[src/design/wfd_pkg.sv]
// Package for the WebSocket frame deframer.
// Holds the status codes, the result type and the reset value of the size limit.
// No dependencies.
package wfd_pkg;

    localparam logic [3:0] ST_PROGRESS   = 4'd0;
    localparam logic [3:0] ST_MESSAGE    = 4'd1;
    localparam logic [3:0] ST_PING       = 4'd2;
    localparam logic [3:0] ST_PONG       = 4'd3;
    localparam logic [3:0] ST_CLOSE      = 4'd4;
    localparam logic [3:0] ST_NOMASK     = 4'd5;
    localparam logic [3:0] ST_RSV        = 4'd6;
    localparam logic [3:0] ST_BADCONTROL = 4'd7;
    localparam logic [3:0] ST_BADOP      = 4'd8;
    localparam logic [3:0] ST_TOOBIG     = 4'd9;
    localparam logic [3:0] ST_CONT       = 4'd10;

    localparam logic [3:0] OP_CONT  = 4'h0;
    localparam logic [3:0] OP_TEXT  = 4'h1;
    localparam logic [3:0] OP_BIN   = 4'h2;
    localparam logic [3:0] OP_CLOSE = 4'h8;
    localparam logic [3:0] OP_PING  = 4'h9;
    localparam logic [3:0] OP_PONG  = 4'hA;

    localparam logic [31:0] MAX_PAYLOAD_RESET = 32'd16384;

    typedef struct packed {
        logic [7:0] out_byte;
        logic       out_valid;
        logic [3:0] frame_opcode;
        logic       last;
        logic [3:0] status;
    } wfd_res_t;

endpackage

[src/design/wfd_in_stage.sv]
// Input register of the WebSocket frame deframer.
// Holds one received byte until the parser takes it.
// Depends on nothing beyond the clock and reset.
module wfd_in_stage (
    input  logic       clk,
    input  logic       rst_n,
    input  logic       rx_valid,
    output logic       rx_ready,
    input  logic [7:0] rx_byte,
    input  logic       take,
    output logic       held_valid,
    output logic [7:0] held_byte
);

    logic       vld_reg;
    logic       vld_next;
    logic [7:0] byte_reg;

    assign rx_ready   = !vld_reg || take;
    assign vld_next   = rx_ready ? rx_valid : 1'b1;
    assign held_valid = vld_reg;
    assign held_byte  = byte_reg;

    always_ff @(posedge clk or negedge rst_n)
    begin
        if (!rst_n)
        begin
            vld_reg <= 1'b0;
        end
        else
        begin
            vld_reg <= vld_next;
        end
    end

    always_ff @(posedge clk)
    begin
        if (rx_ready && rx_valid)
        begin
            byte_reg <= rx_byte;
        end
    end

endmodule

[src/design/wfd_parser.sv]
// Frame parser and unmasker of the WebSocket frame deframer.
// Holds the per-frame state and forms at most one result for each byte.
// Depends on wfd_pkg.
module wfd_parser
    import wfd_pkg::*;
(
    input  logic        clk,
    input  logic        rst_n,
    input  logic        go,
    input  logic [7:0]  rx_byte,
    input  logic [31:0] max_payload,
    output logic        res_fire,
    output wfd_res_t    res
);

    localparam logic [2:0] PH_HEAD0   = 3'd0;
    localparam logic [2:0] PH_HEAD1   = 3'd1;
    localparam logic [2:0] PH_EXTLEN  = 3'd2;
    localparam logic [2:0] PH_MASK    = 3'd3;
    localparam logic [2:0] PH_PAYLOAD = 3'd4;

    logic [2:0]  phase_reg,   phase_next;
    logic [7:0]  head_reg,    head_next;
    logic [63:0] length_reg,  length_next;
    logic [3:0]  ext_reg,     ext_next;
    logic [31:0] key_reg,     key_next;
    logic [31:0] index_reg,   index_next;
    logic        halted_reg,  halted_next;

    logic [3:0]  op;
    logic [6:0]  len7;
    logic [32:0] index_inc;
    logic [7:0]  key_byte;
    logic [7:0]  plain;
    logic        emits;
    logic        hdr_err;
    logic [3:0]  hdr_code;

    function automatic logic [3:0] disposition(input logic [3:0] opc);
        case (opc)
            OP_TEXT, OP_BIN: disposition = ST_MESSAGE;
            OP_PING:         disposition = ST_PING;
            OP_PONG:         disposition = ST_PONG;
            OP_CLOSE:        disposition = ST_CLOSE;
            default:         disposition = ST_CONT;
        endcase
    endfunction

    assign op        = head_reg[3:0];
    assign len7      = rx_byte[6:0];
    assign index_inc = {1'b0, index_reg} + 33'd1;
    assign emits     = (op == OP_TEXT) || (op == OP_BIN) || (op == OP_PING);
    assign plain     = rx_byte ^ key_byte;

    always_comb
    begin
        case (index_reg[1:0])
            2'd0:    key_byte = key_reg[31:24];
            2'd1:    key_byte = key_reg[23:16];
            2'd2:    key_byte = key_reg[15:8];
            default: key_byte = key_reg[7:0];
        endcase
    end

    always_comb
    begin
        hdr_err  = 1'b1;
        hdr_code = ST_PROGRESS;
        if (!rx_byte[7])
        begin
            hdr_code = ST_NOMASK;
        end
        else if (head_reg[6:4] != 3'd0)
        begin
            hdr_code = ST_RSV;
        end
        else if (op inside {OP_CLOSE, OP_PING, OP_PONG})
        begin
            if ((len7 > 7'd125) || !head_reg[7])
            begin
                hdr_code = ST_BADCONTROL;
            end
            else
            begin
                hdr_err = 1'b0;
            end
        end
        else if (op > OP_BIN)
        begin
            hdr_code = ST_BADOP;
        end
        else
        begin
            hdr_err = 1'b0;
        end
    end

    always_comb
    begin
        phase_next  = phase_reg;
        head_next   = head_reg;
        length_next = length_reg;
        ext_next    = ext_reg;
        key_next    = key_reg;
        index_next  = index_reg;
        halted_next = halted_reg;
        res_fire    = 1'b0;
        res         = '{out_byte: 8'd0, out_valid: 1'b0, frame_opcode: op,
                        last: 1'b0, status: ST_PROGRESS};
        if (go && !halted_reg)
        begin
            case (phase_reg)
                PH_HEAD0:
                begin
                    head_next  = rx_byte;
                    phase_next = PH_HEAD1;
                end
                PH_HEAD1:
                begin
                    if (hdr_err)
                    begin
                        res_fire    = 1'b1;
                        res.last    = 1'b1;
                        res.status  = hdr_code;
                        halted_next = 1'b1;
                    end
                    else
                    begin
                        key_next   = 32'd0;
                        index_next = 32'd0;
                        if (len7 == 7'd126)
                        begin
                            length_next = 64'd0;
                            ext_next    = 4'd2;
                            phase_next  = PH_EXTLEN;
                        end
                        else if (len7 == 7'd127)
                        begin
                            length_next = 64'd0;
                            ext_next    = 4'd8;
                            phase_next  = PH_EXTLEN;
                        end
                        else
                        begin
                            length_next = {57'd0, len7};
                            ext_next    = 4'd0;
                            phase_next  = PH_MASK;
                        end
                    end
                end
                PH_EXTLEN:
                begin
                    length_next = {length_reg[55:0], rx_byte};
                    ext_next    = ext_reg - 4'd1;
                    if (ext_reg == 4'd1)
                    begin
                        phase_next = PH_MASK;
                    end
                end
                PH_MASK:
                begin
                    key_next   = {key_reg[23:0], rx_byte};
                    index_next = index_inc[31:0];
                    if (index_reg[1:0] == 2'd3)
                    begin
                        index_next = 32'd0;
                        if (length_reg > {32'd0, max_payload})
                        begin
                            res_fire    = 1'b1;
                            res.last    = 1'b1;
                            res.status  = ST_TOOBIG;
                            halted_next = 1'b1;
                        end
                        else if (length_reg == 64'd0)
                        begin
                            res_fire   = 1'b1;
                            res.last   = 1'b1;
                            res.status = disposition(op);
                            phase_next = PH_HEAD0;
                            if ((res.status == ST_CLOSE) || (res.status == ST_CONT))
                            begin
                                halted_next = 1'b1;
                            end
                        end
                        else
                        begin
                            phase_next = PH_PAYLOAD;
                        end
                    end
                end
                default:
                begin
                    index_next = index_inc[31:0];
                    if ({31'd0, index_inc} >= length_reg)
                    begin
                        res_fire      = 1'b1;
                        res.last      = 1'b1;
                        res.out_byte  = emits ? plain : 8'd0;
                        res.out_valid = emits;
                        res.status    = disposition(op);
                        phase_next    = PH_HEAD0;
                        if ((res.status == ST_CLOSE) || (res.status == ST_CONT))
                        begin
                            halted_next = 1'b1;
                        end
                    end
                    else if (emits)
                    begin
                        res_fire      = 1'b1;
                        res.out_byte  = plain;
                        res.out_valid = 1'b1;
                    end
                end
            endcase
        end
    end

    always_ff @(posedge clk or negedge rst_n)
    begin
        if (!rst_n)
        begin
            phase_reg  <= PH_HEAD0;
            head_reg   <= 8'd0;
            length_reg <= 64'd0;
            ext_reg    <= 4'd0;
            key_reg    <= 32'd0;
            index_reg  <= 32'd0;
            halted_reg <= 1'b0;
        end
        else
        begin
            phase_reg  <= phase_next;
            head_reg   <= head_next;
            length_reg <= length_next;
            ext_reg    <= ext_next;
            key_reg    <= key_next;
            index_reg  <= index_next;
            halted_reg <= halted_next;
        end
    end

endmodule

[src/design/wfd_res_stage.sv]
// Result register of the WebSocket frame deframer.
// Holds one result request until the consumer takes it.
// Depends on wfd_pkg.
module wfd_res_stage
    import wfd_pkg::*;
(
    input  logic     clk,
    input  logic     rst_n,
    input  logic     load,
    input  wfd_res_t res_in,
    input  logic     res_ready,
    output logic     res_valid,
    output wfd_res_t res_out
);

    logic     vld_reg;
    logic     vld_next;
    wfd_res_t data_reg;

    assign vld_next  = load ? 1'b1 : (vld_reg && !res_ready);
    assign res_valid = vld_reg;
    assign res_out   = data_reg;

    always_ff @(posedge clk or negedge rst_n)
    begin
        if (!rst_n)
        begin
            vld_reg <= 1'b0;
        end
        else
        begin
            vld_reg <= vld_next;
        end
    end

    always_ff @(posedge clk)
    begin
        if (load)
        begin
            data_reg <= res_in;
        end
    end

endmodule

[src/design/websocket_frame_deframer.sv]
// Top level of the WebSocket frame deframer: input register, parser, result register.
// Depends on wfd_pkg, wfd_in_stage, wfd_parser and wfd_res_stage.
//
// Takes one received client-to-server byte per cycle while res_ready stays high, and
// delivers unmasked payload bytes of text, binary and ping frames, plus one last-marked
// result per frame with its disposition. Each byte passes through the input register
// and the parser's combinational logic into the result register; the parser takes a
// byte from the input register only while the result register is empty or being read.
// While a result waits in the result register and res_ready is low, rx_ready drops
// once the input register is also full. After an error, a close frame or a
// continuation frame, all bytes are dropped until reset. max_payload may be written
// only while no bytes are in flight.
module websocket_frame_deframer
    import wfd_pkg::*;
(
    input  logic        clk,
    input  logic        rst_n,
    input  logic        cfg_we,
    input  logic [31:0] cfg_wdata,
    input  logic        rx_valid,
    output logic        rx_ready,
    input  logic [7:0]  rx_byte,
    output logic        res_valid,
    input  logic        res_ready,
    output logic [7:0]  out_byte,
    output logic        out_valid,
    output logic [3:0]  frame_opcode,
    output logic        last,
    output logic [3:0]  status
);

    logic [31:0] max_payload_reg;
    logic        held_valid;
    logic [7:0]  held_byte;
    logic        take;
    logic        res_fire;
    wfd_res_t    res_new;
    wfd_res_t    res_cur;

    assign take = held_valid && (!res_valid || res_ready);

    always_ff @(posedge clk or negedge rst_n)
    begin
        if (!rst_n)
        begin
            max_payload_reg <= MAX_PAYLOAD_RESET;
        end
        else if (cfg_we)
        begin
            max_payload_reg <= cfg_wdata;
        end
    end

    wfd_in_stage u_in (
        .clk        (clk),
        .rst_n      (rst_n),
        .rx_valid   (rx_valid),
        .rx_ready   (rx_ready),
        .rx_byte    (rx_byte),
        .take       (take),
        .held_valid (held_valid),
        .held_byte  (held_byte)
    );

    wfd_parser u_parser (
        .clk         (clk),
        .rst_n       (rst_n),
        .go          (take),
        .rx_byte     (held_byte),
        .max_payload (max_payload_reg),
        .res_fire    (res_fire),
        .res         (res_new)
    );

    wfd_res_stage u_res (
        .clk       (clk),
        .rst_n     (rst_n),
        .load      (res_fire),
        .res_in    (res_new),
        .res_ready (res_ready),
        .res_valid (res_valid),
        .res_out   (res_cur)
    );

    assign out_byte     = res_cur.out_byte;
    assign out_valid    = res_cur.out_valid;
    assign frame_opcode = res_cur.frame_opcode;
    assign last         = res_cur.last;
    assign status       = res_cur.status;

endmodule

[config.mk]
export PLATFORM = sky130hd
export DESIGN_NAME = websocket_frame_deframer
export DESIGN_NICKNAME = d
export VERILOG_FILES = /design/src/design/wfd_pkg.sv /design/src/design/wfd_in_stage.sv /design/src/design/wfd_parser.sv /design/src/design/wfd_res_stage.sv /design/src/design/websocket_frame_deframer.sv
export SDC_FILE = /design/constraint.sdc
export NUM_CORES = 1
export LEC_CHECK = 0
export ABC_AREA = 0
export BUFFER_PORTS_ARGS = -buffer_cell sky130_fd_sc_hd__buf_2
export CORE_MARGIN = 1
export CORE_UTILIZATION = 56
export DETAILED_ROUTE_END_ITERATION = 12
export MAX_ROUTING_LAYER = met4
export PLACE_DENSITY = 0.8
export SETUP_SLACK_MARGIN = 0.4
export SYNTH_ARGS = -nofsm -noshare
export SYNTH_HDL_FRONTEND = slang
export SYNTH_HIERARCHICAL = 1
export SYNTH_SLANG_ARGS = --single-unit
[constraint.sdc]
create_clock -name clk -period 3.97 [get_ports clk]
set_input_delay 0.794 -clock clk [delete_from_list [all_inputs] [get_ports clk]]
set_output_delay 0.794 -clock clk [all_outputs]
set_load 0.01 [all_outputs]
* Yosys cells after proc, flatten, opt, wreduce, memory -nomap -nowiden
Index checks and enable logic that the tools add are counted.
Cells by class: $add $sub $neg 2, order comparisons 4, equality and inequality tests 25, mux-type cells 68, bitwise logic cells 3, reductions and logical operators 36
Operators by type and width (count):
- 64-bit two-way mux | 2
- 64-bit case mux with 2 select lines | 1
- 32-bit case mux with 3 select lines | 1
- 33-bit by 64-bit >= comparator with 1-bit output | 1
- 64-bit by 32-bit > comparator with 1-bit output | 1
- 64-bit logical NOT | 1
- 32-bit two-way mux | 2
- 32-bit case mux with 2 select lines | 1
- 4-bit two-way mux | 15
- 32-bit by 1-bit adder with 33-bit output (second input constant) | 1
- 5-bit two-way mux | 5
- 3-bit two-way mux | 8
- 8-bit case mux with 3 select lines | 1
- 1-bit two-way mux | 22
- 4-bit equality test (second input constant) | 5
- 9-bit two-way mux | 2
- 4-bit case mux with 4 select lines | 1
- 5-bit case mux with 3 select lines | 1
- 7-bit equality test (second input constant) | 2
- 3-bit case mux with 4 select lines | 1
- 3-bit nonzero test | 4
- 3-bit AND reduction | 3
- 4-bit by 1-bit equality test with 1-bit output (second input constant) | 2
- 4-bit by 3-bit equality test with 1-bit output (second input constant) | 2
- other kinds (30) | 53
Word-level totals: flip-flop bits (word level) 204, input bits 45, output and inout port bits 20, word-level logic and storage cells 154

* Longest topological paths before layout
Gate-level depths: netlist (run 1).
depth in word-level cells 15, mapped depth 18, gate-level depth less buffers 16

* By module
The synthesis (run 1) kept the hierarchy.
Modules (own cells, without submodules):
- wfd_parser | instances 1, cells each 906, area an instance 8652.0 sq um, sequential area each 3603.5 sq um
- websocket_frame_deframer | instances 1, cells each 70, area an instance 1357.6 sq um, sequential area each 802.0 sq um
- wfd_res_stage | instances 1, cells each 21, area an instance 576.8 sq um, sequential area each 565.5 sq um
- wfd_in_stage | instances 1, cells each 12, area an instance 294.0 sq um, sequential area each 265.3 sq um

* Worst setup path before layout (run 1)
OpenSTA, ideal clock, no wires.
kind reg-to-reg, start point register u_parser.index_reg[0], end point register u_res.vld_reg (netlist: u_res/res_valid), library setup time 0.118 ns, data arrival time 4.214 ns, required time 3.852 ns, path slack -0.363 ns, cell stages (with the launch flop) 19, path buffers 2, period minus slack after synthesis 4.333 ns, path through dfrtp_1 > ha_1 > nand2_1 > or4_1 > and4b_1 > buf_4 > and3_1 > buf_6 > nand3_4 > xnor2_1 > ha_1 > nand4_1 > nor3_1 > a2111oi_0 > a21oi_1 > o31a_1 > nor3b_1 > or2_2 > a21o_1
Between the ends: longest elaborated chain between the ends 6, elaborated cells on any way between the ends 8, classes of those cells 1 x add/sub; 1 x order compare; 1 x eq/ne; 5 x mux
Ends and longest elaborated chain:
- from (decl) | RTL line wfd_parser.sv:27 | logic [31:0] index_reg, index_next;
- from (signal assigned) | RTL line wfd_parser.sv:237 | index_reg <= index_next;
- 32-bit by 1-bit adder with 33-bit output | RTL line wfd_parser.sv:51 | assign index_inc = {1'b0, index_reg} + 33'd1;
- 33-bit by 64-bit >= comparator with 1-bit output | RTL line wfd_parser.sv:194 | if ({31'd0, index_inc} >= length_reg)
- 1-bit two-way mux | RTL line wfd_parser.sv:194
- 1-bit case mux with 3 select lines * | RTL line wfd_parser.sv:112 | case (phase_reg)
- 1-bit two-way mux * | RTL line wfd_parser.sv:110 | if (go && !halted_reg)
- named net res_fire | RTL line websocket_frame_deframer.sv:36 | logic res_fire;
- 1-bit two-way mux * | RTL line wfd_res_stage.sv:20 | assign vld_next = load ? 1'b1 : (vld_reg && !res_ready);
- named net u_res.vld_next | RTL line wfd_res_stage.sv:17 | logic vld_next;
- to (signal assigned) | RTL line wfd_res_stage.sv:32 | vld_reg <= vld_next;
- to (decl) | RTL line wfd_res_stage.sv:16 | logic vld_reg;
Mark *: on every way through the listed nets, which the timed path passes. The rest lies on a longest branch. A chain may end at the register's enable or synchronous reset.

* Final worst setup path (run 1)
start point register u_parser.index_reg[1], end point register u_res.data_reg, in the netlist u_res/res_out[16], enable pin
Between the ends: longest elaborated chain between the ends 5, elaborated cells on any way between the ends 7, classes of those cells 1 x add/sub; 1 x order compare; 1 x eq/ne; 4 x mux
Ends and longest elaborated chain:
- 32-bit by 1-bit adder with 33-bit output | RTL line wfd_parser.sv:51
- 33-bit by 64-bit >= comparator with 1-bit output | RTL line wfd_parser.sv:194
- 1-bit two-way mux | RTL line wfd_parser.sv:194
- 1-bit case mux with 3 select lines * | RTL line wfd_parser.sv:112
- 1-bit two-way mux * | RTL line wfd_parser.sv:110
- named net res_fire | RTL line websocket_frame_deframer.sv:36
- to (signal assigned) | RTL line wfd_res_stage.sv:40 | data_reg <= res_in;
- to (decl) | RTL line wfd_res_stage.sv:18 | wfd_res_t data_reg;
Marked as above.

==> flow_summary.json, run 1 <==
{
  "outcome": "finished with violations",
  "violations": "setup timing",
  "fill_cells": 1418,
  "antenna_cells": 0,
  "area_growth_pct": 15.7,
  "start_util_pct": 57.6,
  "fmaxAchievable_ghz": 0.243,
  "num_io_pins": 65,
  "rows": 50,
  "postSynth.asyncResetShare_pct": 87.3,
  "track_usage_pct": 27.5,
  "ir_drop_mv": 0.418,
  "final_nets": 1217,
  "whs_ns": 0.280,
  "min_period_ns": 4.12,
  "setup_violations": 22,
  "r2r_end": "u_res/res_out[16]$_DFFE_PP_",
  "grt_pass1_vias": 8442,
  "static-leakage-power_nw": 6.00,
  "die_x_um": 141,
  "die-area_sq_mm": 0.0200,
  "synthCells": 1009,
  "cts_buffer_depth": 3,
  "hpwlAfterDp_mm": 17.7,
  "place_congestion": 0.901,
  "coreArea_sq_mm": 0.0189,
  "root_buffer": "clkbuf_16",
  "drive_above_1_share_pct": 20.5,
  "cts_tree": "done",
  "antenna_found_initial": 0,
  "finalCritPeriodShare_pct": 104,
  "drt_iter0_markers": 664,
  "r2r-start": "u_parser/index_reg[1]$_DFFE_PN0P_",
  "port_buffers": 64,
  "grt_pass1_wl_mm": 42.4,
  "grt_max_degree": 77,
  "cts_sinks": 204,
  "synth.cell_area_sq_mm": 0.0109,
  "largest_register_ffs": 64,
  "start_kind": "flip-flop",
  "path_max_fanout": 5,
  "max-slew-margin-rel_pct": 24.4,
  "finish.utilization_pct": 66.6,
  "h-tree-depth": 1,
  "drv_cap": 0,
  "finClkSkew_ns": 0.00807,
  "fin_setup_tns_ns": -2.53,
  "worst_slack_ns": -0.149,
  "worstMarginPinSlew_ns": 1.13,
  "first_pass_iters": 5,
  "ctsHoldBuffers": 0,
  "grt-ovfl-total": 0,
  "synth_ff_type": "dfrtp_1",
  "regArea_sq_mm": 0.00524,
  "worstPathArrival_ns": 4.32,
  "drv_slew": 0,
  "vias_per_cell": 6.10,
  "hp-class": "in -> async",
  "avgSynthCellArea_sq_um": 10.8,
  "avgRoutedWirePerCell_um": 18.6,
  "powerDensity_mw_per_mm2": 643,
  "multi_input_area_sq_mm": 0.00523,
  "ys_seq_area_share_pct": 48.1,
  "worstSetupEndpointType": "flip-flop",
  "yosysWarnings": 6,
  "drcViolationCount": 0,
  "worst-setup-path-type": "reg -> reg",
  "worstRegToRegCells": 14,
  "clock_latency_ns": 0.50,
  "synthDistinctLibCells": 72,
  "path_clk_slew_ns": 0.06,
  "ys_ff_latch": 204,
  "synth_edf_count": 26,
  "syn-num-nets": 1126,
  "drtAntennaViolNets": 0,
  "vias": 8387,
  "finalHoldViolations": 0,
  "numCtsBuffers": 23,
  "dp_cells": 1324,
  "instances_no_fill": 1376,
  "crit_required_ns": 4.17,
  "reg2reg_setup_slack_ns": -0.15,
  "die_height_um": 141,
  "rsz0062_at_grt": "yes",
  "wl_mm": 25.6
}
-- report_power, final --
part / switching (mW) / internal, mW
Combinational: 1.54 / 1.20
Sequential: 0.596 / 2.63
Clock: 0.802 / 1.32
Total: 2.94 / 5.15
-- critical path: stages (launching register included) --
cell and delay (ns):
dfrtp_1 0.36, ha_2 0.19, nand2_2 0.06, or4_4 0.51
and4b_2 0.35, and3_4 0.23, nand3_4 0.09, xnor2_2 0.15
ha_1 0.27, nand4_1 0.20, or4_4 0.50, a211oi_2 0.18
o31a_1 0.18, nor3b_4 0.30, or2_4 0.23
-- placed cells by master (no fill, tap or decap), types with 5 or more instances in the layout --
cell,count
a21o_1,9
a21oi_1,34
a222oi_1,8
a22o_1,93
a31oi_1,8
and3_1,12
buf_2,63
buf_4,49
clkbuf_1,9
clkbuf_16,23
dfrtp_1,177
edfxtp_1,26
ha_1,71
inv_1,77
mux2_2,10
mux2_4,30
nand2_1,74
nand2b_1,5
nand3_1,24
nand4_1,18
nor2_1,46
nor3_1,13
nor4_1,18
o21a_1,5
o21ai_0,57
o31ai_1,14
xnor2_1,26
xor2_1,10
-- cell usage after synthesis (11+ instances only) --
cell type  count  area share, %
a21oi_1       36            1.7
a22o_1        93            7.5
and3_1        13           0.75
clkbuf_1      31            1.1
dfrtp_1      177             41
edfxtp_1      26            7.2
ha_1          72            8.3
inv_1         77            2.7
mux2_4        30            4.1
nand2_1       76            2.6
nand3_1       25            1.1
nand4_1       18            1.0
nor2_1        48            1.7
nor3_1        15           0.69
nor4_1        18            1.0
o21ai_0       60            2.8
o31ai_1       14           0.97
xnor2_1       27            2.2
xor2_1        11           0.89
-- worst max path at each step --
stage,startpoint,end,slack [ns],cells after the start
after detailed placement,u_parser/index_reg[1]$_DFFE_PN0P_,u_res/res_out[15]$_DFFE_PP_,-0.28,14
after floorplan,u_parser/index_reg[0]$_DFFE_PN0P_,u_res/res_valid$_DFF_PN0_,-0.10,18
after global placement,u_parser/index_reg[1]$_DFFE_PN0P_,u_res/res_out[15]$_DFFE_PP_,-0.09,14
final,u_parser/index_reg[1]$_DFFE_PN0P_,u_res/res_out[16]$_DFFE_PP_,-0.15,14
after CTS,u_parser/index_reg[1]$_DFFE_PN0P_,u_res/res_valid$_DFF_PN0_,-0.04,16
after global routing,u_parser/index_reg[1]$_DFFE_PN0P_,u_res/res_out[16]$_DFFE_PP_,-0.29,14
-- logic make-up (layout without fill, tap and decap cells) --
logic type / after synthesis / in the layout / share of synthesized area (%)
compound gates: 278 / 278 / 18.6
xor+xnor: 38 / 38 / 3.06
fa+ha+maj: 72 / 72 / 8.28
buf+inv: 131 / 235 / 5.40
flops: 204 / 204 / 48.1
mux: 40 / 40 / 5.17
simple gates: 246 / 249 / 11.3
-- metal layers --
metal	global-route usage [%]	vias up	routed length, um	share of wire [%]
met1	33.9	4061	10400	40
met5	-	-	0	0
met4	12.1	0	1070	4.2
met3	4.89	83	1700	6.6
met2	44.5	347	12500	49
li1	-	3896	-	-
-- metrics by stage --
stage / instance area, sq um / total power, mW / setup slack [ns]
floorplan: 10900 / 4.93 / -0.102
global placement: 11600 / 5.71 / -0.0874
detailed placement: 11600 / 5.84 / -0.276
CTS: 12500 / 8.05 / -0.0425
global route: 12600 / 8.59 / -0.288
finish: 12600 / 8.09 / -0.149
-- repair_timing --
action	CTS	global route
setup buffers	4	4
resized for setup	19	11
gates cloned	3	0
pin swaps	12	3
setup endpoints to repair	28	28
-- cell type report --
| class | instances | area share (%) |
|---|---|---|
| timing repair buffer | 117 | 5.94 |
| sequential | 204 | 41.6 |
| clock buffer | 35 | 5.17 |
| multi-input combinational | 677 | 41.6 |
| clock inverter | 6 | 0.855 |
| tap | 260 | 2.58 |
| inverter | 77 | 2.30 |
(Power assumes the default switching activity.)
==> run 2, diff against run 1 <==
--- a/config.mk
+++ b/config.mk
@@ -9,7 +9,9 @@
 export BUFFER_PORTS_ARGS = -buffer_cell sky130_fd_sc_hd__buf_2
+export CELL_PAD_IN_SITES_DETAIL_PLACEMENT = 0
+export CELL_PAD_IN_SITES_GLOBAL_PLACEMENT = 1
 export CORE_MARGIN = 1
-export CORE_UTILIZATION = 56
+export CORE_UTILIZATION = 44
 export DETAILED_ROUTE_END_ITERATION = 12
 export MAX_ROUTING_LAYER = met4
-export PLACE_DENSITY = 0.8
+export PLACE_DENSITY = 0.79
 export SETUP_SLACK_MARGIN = 0.4
==> constraint.sdc (replaced) <==
create_clock -name clk -period 3.97 [get_ports clk]
set_input_delay 0.5955 -clock clk [delete_from_list [all_inputs] [get_ports clk]]
set_output_delay 0.5955 -clock clk [all_outputs]
set_load 0.01 [all_outputs]
==> flow_summary.json, run 2 (synthesized netlist as in run 1, its figures left out) <==
{
  "outcome": "finished with violations",
  "violations": "setup timing",
  "h-tree-depth": 1,
  "final_common_cell": "dfrtp_1",
  "crit_required_ns": 4.21,
  "grt_pass1_vias": 8106,
  "worst-setup-path-type": "reg -> reg",
  "cp_cell_sequence": "ha_2, nand2_2, or4_4, and4b_2, buf_6, nand3_2, xnor2_1, ha_1, nand4_1, or4_4, a211oi_2, o31a_1, nor3b_4, or2_4",
  "avgRoutedWirePerCell_um": 18.0,
  "port_buffers": 64,
  "worstPathArrival_ns": 4.25,
  "min_period_ns": 4.02,
  "root_buffer": "clkbuf_16",
  "worst_slack_ns": -0.0465,
  "vias": 8154,
  "die-area_sq_mm": 0.0254,
  "clock_latency_ns": 0.53,
  "crit_cells": 14,
  "finish.utilization_pct": 52.1,
  "powerDensity_mw_per_mm2": 633,
  "start_kind": "flip-flop",
  "drive_above_1_share_pct": 20.6,
  "worstRegToRegCells": 14,
  "die_x_um": 159,
  "antenna_found_initial": 0,
  "track_usage_pct": 21.8,
  "cp_top_family": "simple AND/OR/NAND/NOR gates",
  "static-leakage-power_nw": 6.02,
  "largest_register_ffs": 64,
  "fmaxAchievable_ghz": 0.249,
  "worstMarginPinSlew_ns": 1.11,
  "drv_cap": 0,
  "drcViolationCount": 0,
  "rsz0062_at_grt": "yes",
  "fin_setup_tns_ns": -0.632,
  "numCtsBuffers": 24,
  "ir_drop_mv": 0.398,
  "max-slew-margin-rel_pct": 26.0,
  "die_height_um": 159,
  "wl_mm": 26.1,
  "final_nets": 1224,
  "vias_per_cell": 5.63,
  "coreArea_sq_mm": 0.0243,
  "cts_buffer_depth": 3,
  "holdPathStages": 1,
  "setup_violations": 18,
  "place_ws_ns": -0.218,
  "grt-ovfl-total": 0,
  "crit_buf_inv": 1,
  "fin_total_pwr_mw": 8.01,
  "first_pass_iters": 7,
  "finClkSkew_ns": 0.0221,
  "antenna_cells": 0,
  "drtAntennaViolNets": 0,
  "rows": 57,
  "cts_tree": "done",
  "num_io_pins": 65,
  "drt_iter0_markers": 603,
  "cp_slowest_cell": "or4_4",
  "finalCritPeriodShare_pct": 101,
  "path_clk_slew_ns": 0.06,
  "place_congestion": 0.843,
  "drv_slew": 0,
  "cts_sinks": 204,
  "worstSetupEndpointType": "flip-flop",
  "slowest_delay_ns": 0.57,
  "area_growth_pct": 16.4,
  "grt_pass1_wl_mm": 43.3,
  "finalHoldViolations": 0,
  "start_util_pct": 44.7,
  "crit_top_cell": "or4_4",
  "most-common-layout-cells": "dfrtp_1 (177), a22o_1 (93), inv_1 (77), nand2_1 (74), ha_1 (71)",
  "grt_max_degree": 107,
  "hp-class": "in -> reg",
  "hpwlAfterDp_mm": 18.2,
  "path_max_fanout": 5
}
run 2: cell types whose count changed in the layout (fill, tap and decap cells not counted), moves of 2 or more:
cell and change:
buf_4 +6, nor3_1 +2, bufinv_16 -2, clkinv_2 +2, nor3_2 -2
run 2: power breakdown:
group	leakage, nW	switching, mW	internal [mW]
Clock	0.365	0.863	1.22
Sequential	2.54	0.601	2.63
Combinational	3.11	1.50	1.19
Total	6.02	2.96	5.05
run 2: path summary, 6_finish.rpt:
kind,start,end,slack [ns]
worst min register to register,u_parser/halted_reg$_DFFE_PN0P_,u_parser/halted_reg$_DFFE_PN0P_,0.50
max in group asynchronous,rst_n,u_parser/key_reg[19]$_DFFE_PN0P_,2.57
worst max-delay path,u_parser/index_reg[0]$_DFFE_PN0P_,u_res/res_out[17]$_DFFE_PP_,-0.05
min in group asynchronous,rst_n,max_payload_reg[21]$_DFFE_PN0P_,0.51
worst min-delay path,rx_byte[7],u_in/held_byte[7]$_DFFE_PP_,0.24
worst max register to register,u_parser/index_reg[0]$_DFFE_PN0P_,u_res/res_out[17]$_DFFE_PP_,-0.05
run 2: area by class of cell:
| class | count | area (sq um) |
|---|---|---|
| fillers | 2183 | 11700 |
| flip-flops and latches | 204 | 5240 |
| multi-input cells | 677 | 5200 |
| repair buffers | 123 | 792 |
| clock buffers | 35 | 662 |
| well taps | 324 | 405 |
| inverters | 77 | 289 |
| clock inverters | 8 | 81.3 |
run 2: per-stage QoR:
step / cells / instance area (sq um) / hold WS (ns)
after floorplan: 1009 / 10900 / 0.300
after global placement: 1397 / 11800 / 0.467
after detailed placement: 1397 / 11800 / 0.472
after CTS: 1446 / 12600 / 0.226
after global routing: 1448 / 12700 / 0.231
final: 1448 / 12700 / 0.240
run 2: timing repair:
item,CTS,global route
setup buffers,2,2
gates cloned,3,0
gates resized for setup,16,7
pin swaps,8,6
endpoints found under the setup margin,28,28
hold buffers,1,0
endpoints found under the hold margin,23,0
run 2: layer usage:
layer / vias to the layer above / GRT usage (%) / routed length, um
met4: 0 / 6.82 / 721
met5: - / - / 0
met3: 50 / 2.45 / 989
li1: 3923 / - / -
met2: 179 / 36.1 / 12700
met1: 4002 / 28.1 / 11700
==> run 3, diff against run 2 <==
- TNS_END_PERCENT: not set -> 10
- clock period: 3.97 -> 3.5 ns (I/O delays scaled with it)
==> flow_summary.json, run 3 (synthesized netlist as in run 1, its figures left out) <==
{
  "worst-setup-path-type": "reg -> reg",
  "grt_util_met3_pct": 3.39,
  "grt_pass1_vias": 8516,
  "cp_cell_sequence": "ha_2, nand2_2, or4_4, and4b_2, buf_6, nand3_4, xnor2_2, ha_1, nand4_1, or4_4, a211oi_2, o31a_1, nor3b_4, or2_4",
  "crit_top_cell": "or4_4",
  "clock_latency_ns": 0.52,
  "coreArea_sq_mm": 0.0243,
  "crit_required_ns": 3.72,
  "cts_buffer_depth": 3,
  "worstSetupEndpointType": "flip-flop",
  "postLayoutCellArea_sq_mm": 0.0131,
  "finalHoldViolations": 0,
  "drcViolationCount": 0,
  "drtAntennaViolNets": 0,
  "ir_drop_mv": 0.492,
  "final_common_cell": "dfrtp_1",
  "die-area_sq_mm": 0.0254,
  "most-common-layout-cells": "dfrtp_1 (177), buf_4 (100), a22o_1 (93), inv_1 (77), nand2_1 (72)",
  "h-tree-depth": 1,
  "static-leakage-power_nw": 6.26,
  "track_usage_pct": 22.1,
  "placed_area_sq_mm": 0.0121,
  "path_clk_slew_ns": 0.06,
  "whs_ns": 0.188,
  "final_nets": 1269,
  "rsz0062_at_grt": "yes",
  "worstPathArrival_ns": 4.23,
  "largest_register_ffs": 64,
  "path_max_fanout": 5,
  "fin_total_pwr_mw": 9.36,
  "grt_util_met2_pct": 35.7,
  "holdPathStages": 1,
  "grt_max_degree": 60,
  "finalCritPeriodShare_pct": 115,
  "cp_slowest_cell": "or4_4",
  "root_buffer": "clkbuf_16",
  "place_congestion": 0.858,
  "worstRegToRegCells": 14,
  "powerDensity_mw_per_mm2": 716,
  "cts_sinks": 204,
  "globalRoute.busiestLayer": "met2",
  "hp-class": "in -> reg",
  "numCtsBuffers": 25,
  "cts_tree": "done",
  "num_io_pins": 65,
  "die_x_um": 159,
  "min_period_ns": 4.01,
  "avgRoutedWirePerCell_um": 17.8,
  "grt_pass1_wl_mm": 44.1,
  "hpwlAfterDp_mm": 18.7,
  "vias": 8381,
  "worstMarginPinSlew_ns": 1.01,
  "fill_cells": 2167,
  "setup_violations": 27,
  "antenna_cells": 0,
  "slowest_delay_ns": 0.57,
  "grt_use_met1_pct": 28.3,
  "start_util_pct": 44.7,
  "drive_above_1_share_pct": 24.6,
  "port_buffers": 64,
  "drv_cap": 0,
  "finClkSkew_ns": 0.0125,
  "drt_iter0_markers": 694,
  "violations": "setup timing",
  "antenna_found_initial": 0,
  "drv_slew": 0,
  "rows": 57,
  "fmaxAchievable_ghz": 0.249,
  "max-slew-margin-rel_pct": 32.5,
  "die_height_um": 159,
  "area_growth_pct": 20.2,
  "outcome": "finished with violations",
  "wl_mm": 26.6,
  "vias_per_cell": 5.61,
  "start_kind": "flip-flop",
  "first_pass_iters": 7,
  "grt-ovfl-total": 0,
  "worst_slack_ns": -0.512
}
## run 3: changes by cell type in the layout (fill, tap and decap cells not counted), moves of 2 or more
cell,previous run,this run
a2bb2oi_2,0,2
a21oi_2,1,3
clkinvlp_4,0,3
clkbuf_1,9,6
buf_4,55,100
and4_1,5,3
a2bb2oi_1,2,0
clkbuf_8,2,7
and4_2,0,2
nand2_1,74,72
nand2_2,2,4
## run 3: power breakdown
group          internal [mW]  switching (mW)
registers               2.99           0.647
clock network           1.46           0.971
logic                   1.50            1.79
## run 3: path summary, 6_finish.rpt
path / slack (ns) / start / end
hold reg to reg: 0.50 / u_parser/halted_reg$_DFFE_PN0P_ / u_parser/halted_reg$_DFFE_PN0P_
min in group asynchronous: 0.54 / rst_n / max_payload_reg[24]$_DFFE_PN0P_
hold / removal: 0.19 / rx_byte[4] / u_in/held_byte[4]$_DFFE_PP_
max in group asynchronous: 2.08 / rst_n / u_parser/key_reg[20]$_DFFE_PN0P_
setup reg to reg: -0.51 / u_parser/index_reg[0]$_DFFE_PN0P_ / u_res/res_out[5]$_DFFE_PP_
setup / recovery: -0.51 / u_parser/index_reg[0]$_DFFE_PN0P_ / u_res/res_out[5]$_DFFE_PP_
## run 3: per-stage QoR
stage | setup WS [ns] | instances | TNS (ns) | utilization [%]
finish | -0.512 | 1494 | -11.07 | 53.8
global route | -0.669 | 1494 | -15.91 | 53.8
global placement | -0.551 | 1436 | -12.80 | 49.6
detailed placement | -0.695 | 1436 | -16.36 | 49.6
floorplan | -0.572 | 1009 | -12.30 | -
CTS | -0.486 | 1490 | -10.76 | 53.4
## run 3: final cells by class
| cell class | count | area [sq um] | share of cell area (%) |
|---|---|---|---|
| sequential | 204 | 5240 | 40.0 |
| inverter | 77 | 289 | 2.21 |
| clock inverter | 7 | 46.3 | 0.354 |
| clock buffer | 38 | 744 | 5.69 |
| multi-input combinational | 677 | 5240 | 40.0 |
| timing repair buffer | 167 | 1120 | 8.55 |
| tap | 324 | 405 | 3.10 |
## run 3: worst max-delay path, delay by kind of cell (launching register included)
kind | cells | cell delay (ns)
buf+inv | 1 | 0.13
fa+ha+maj | 2 | 0.46
compound gates | 2 | 0.40
xor+xnor | 1 | 0.14
flops | 1 | 0.36
simple gates | 8 | 2.20
## run 3: what timing repair did
action,in CTS,in global routing
hold buffers,1,0
endpoints found under the setup margin,28,28
buffers inserted,5,4
cloned,3,0
endpoints found under the hold margin,50,0
resized for setup,22,14
pin swaps,17,12
## run 3: per-layer routing
layer / up-vias / wire (um)
met5: - / 0
met4: 0 / 947
met3: 59 / 1210
met2: 199 / 12700
met1: 4114 / 11700
li1: 4009 / -
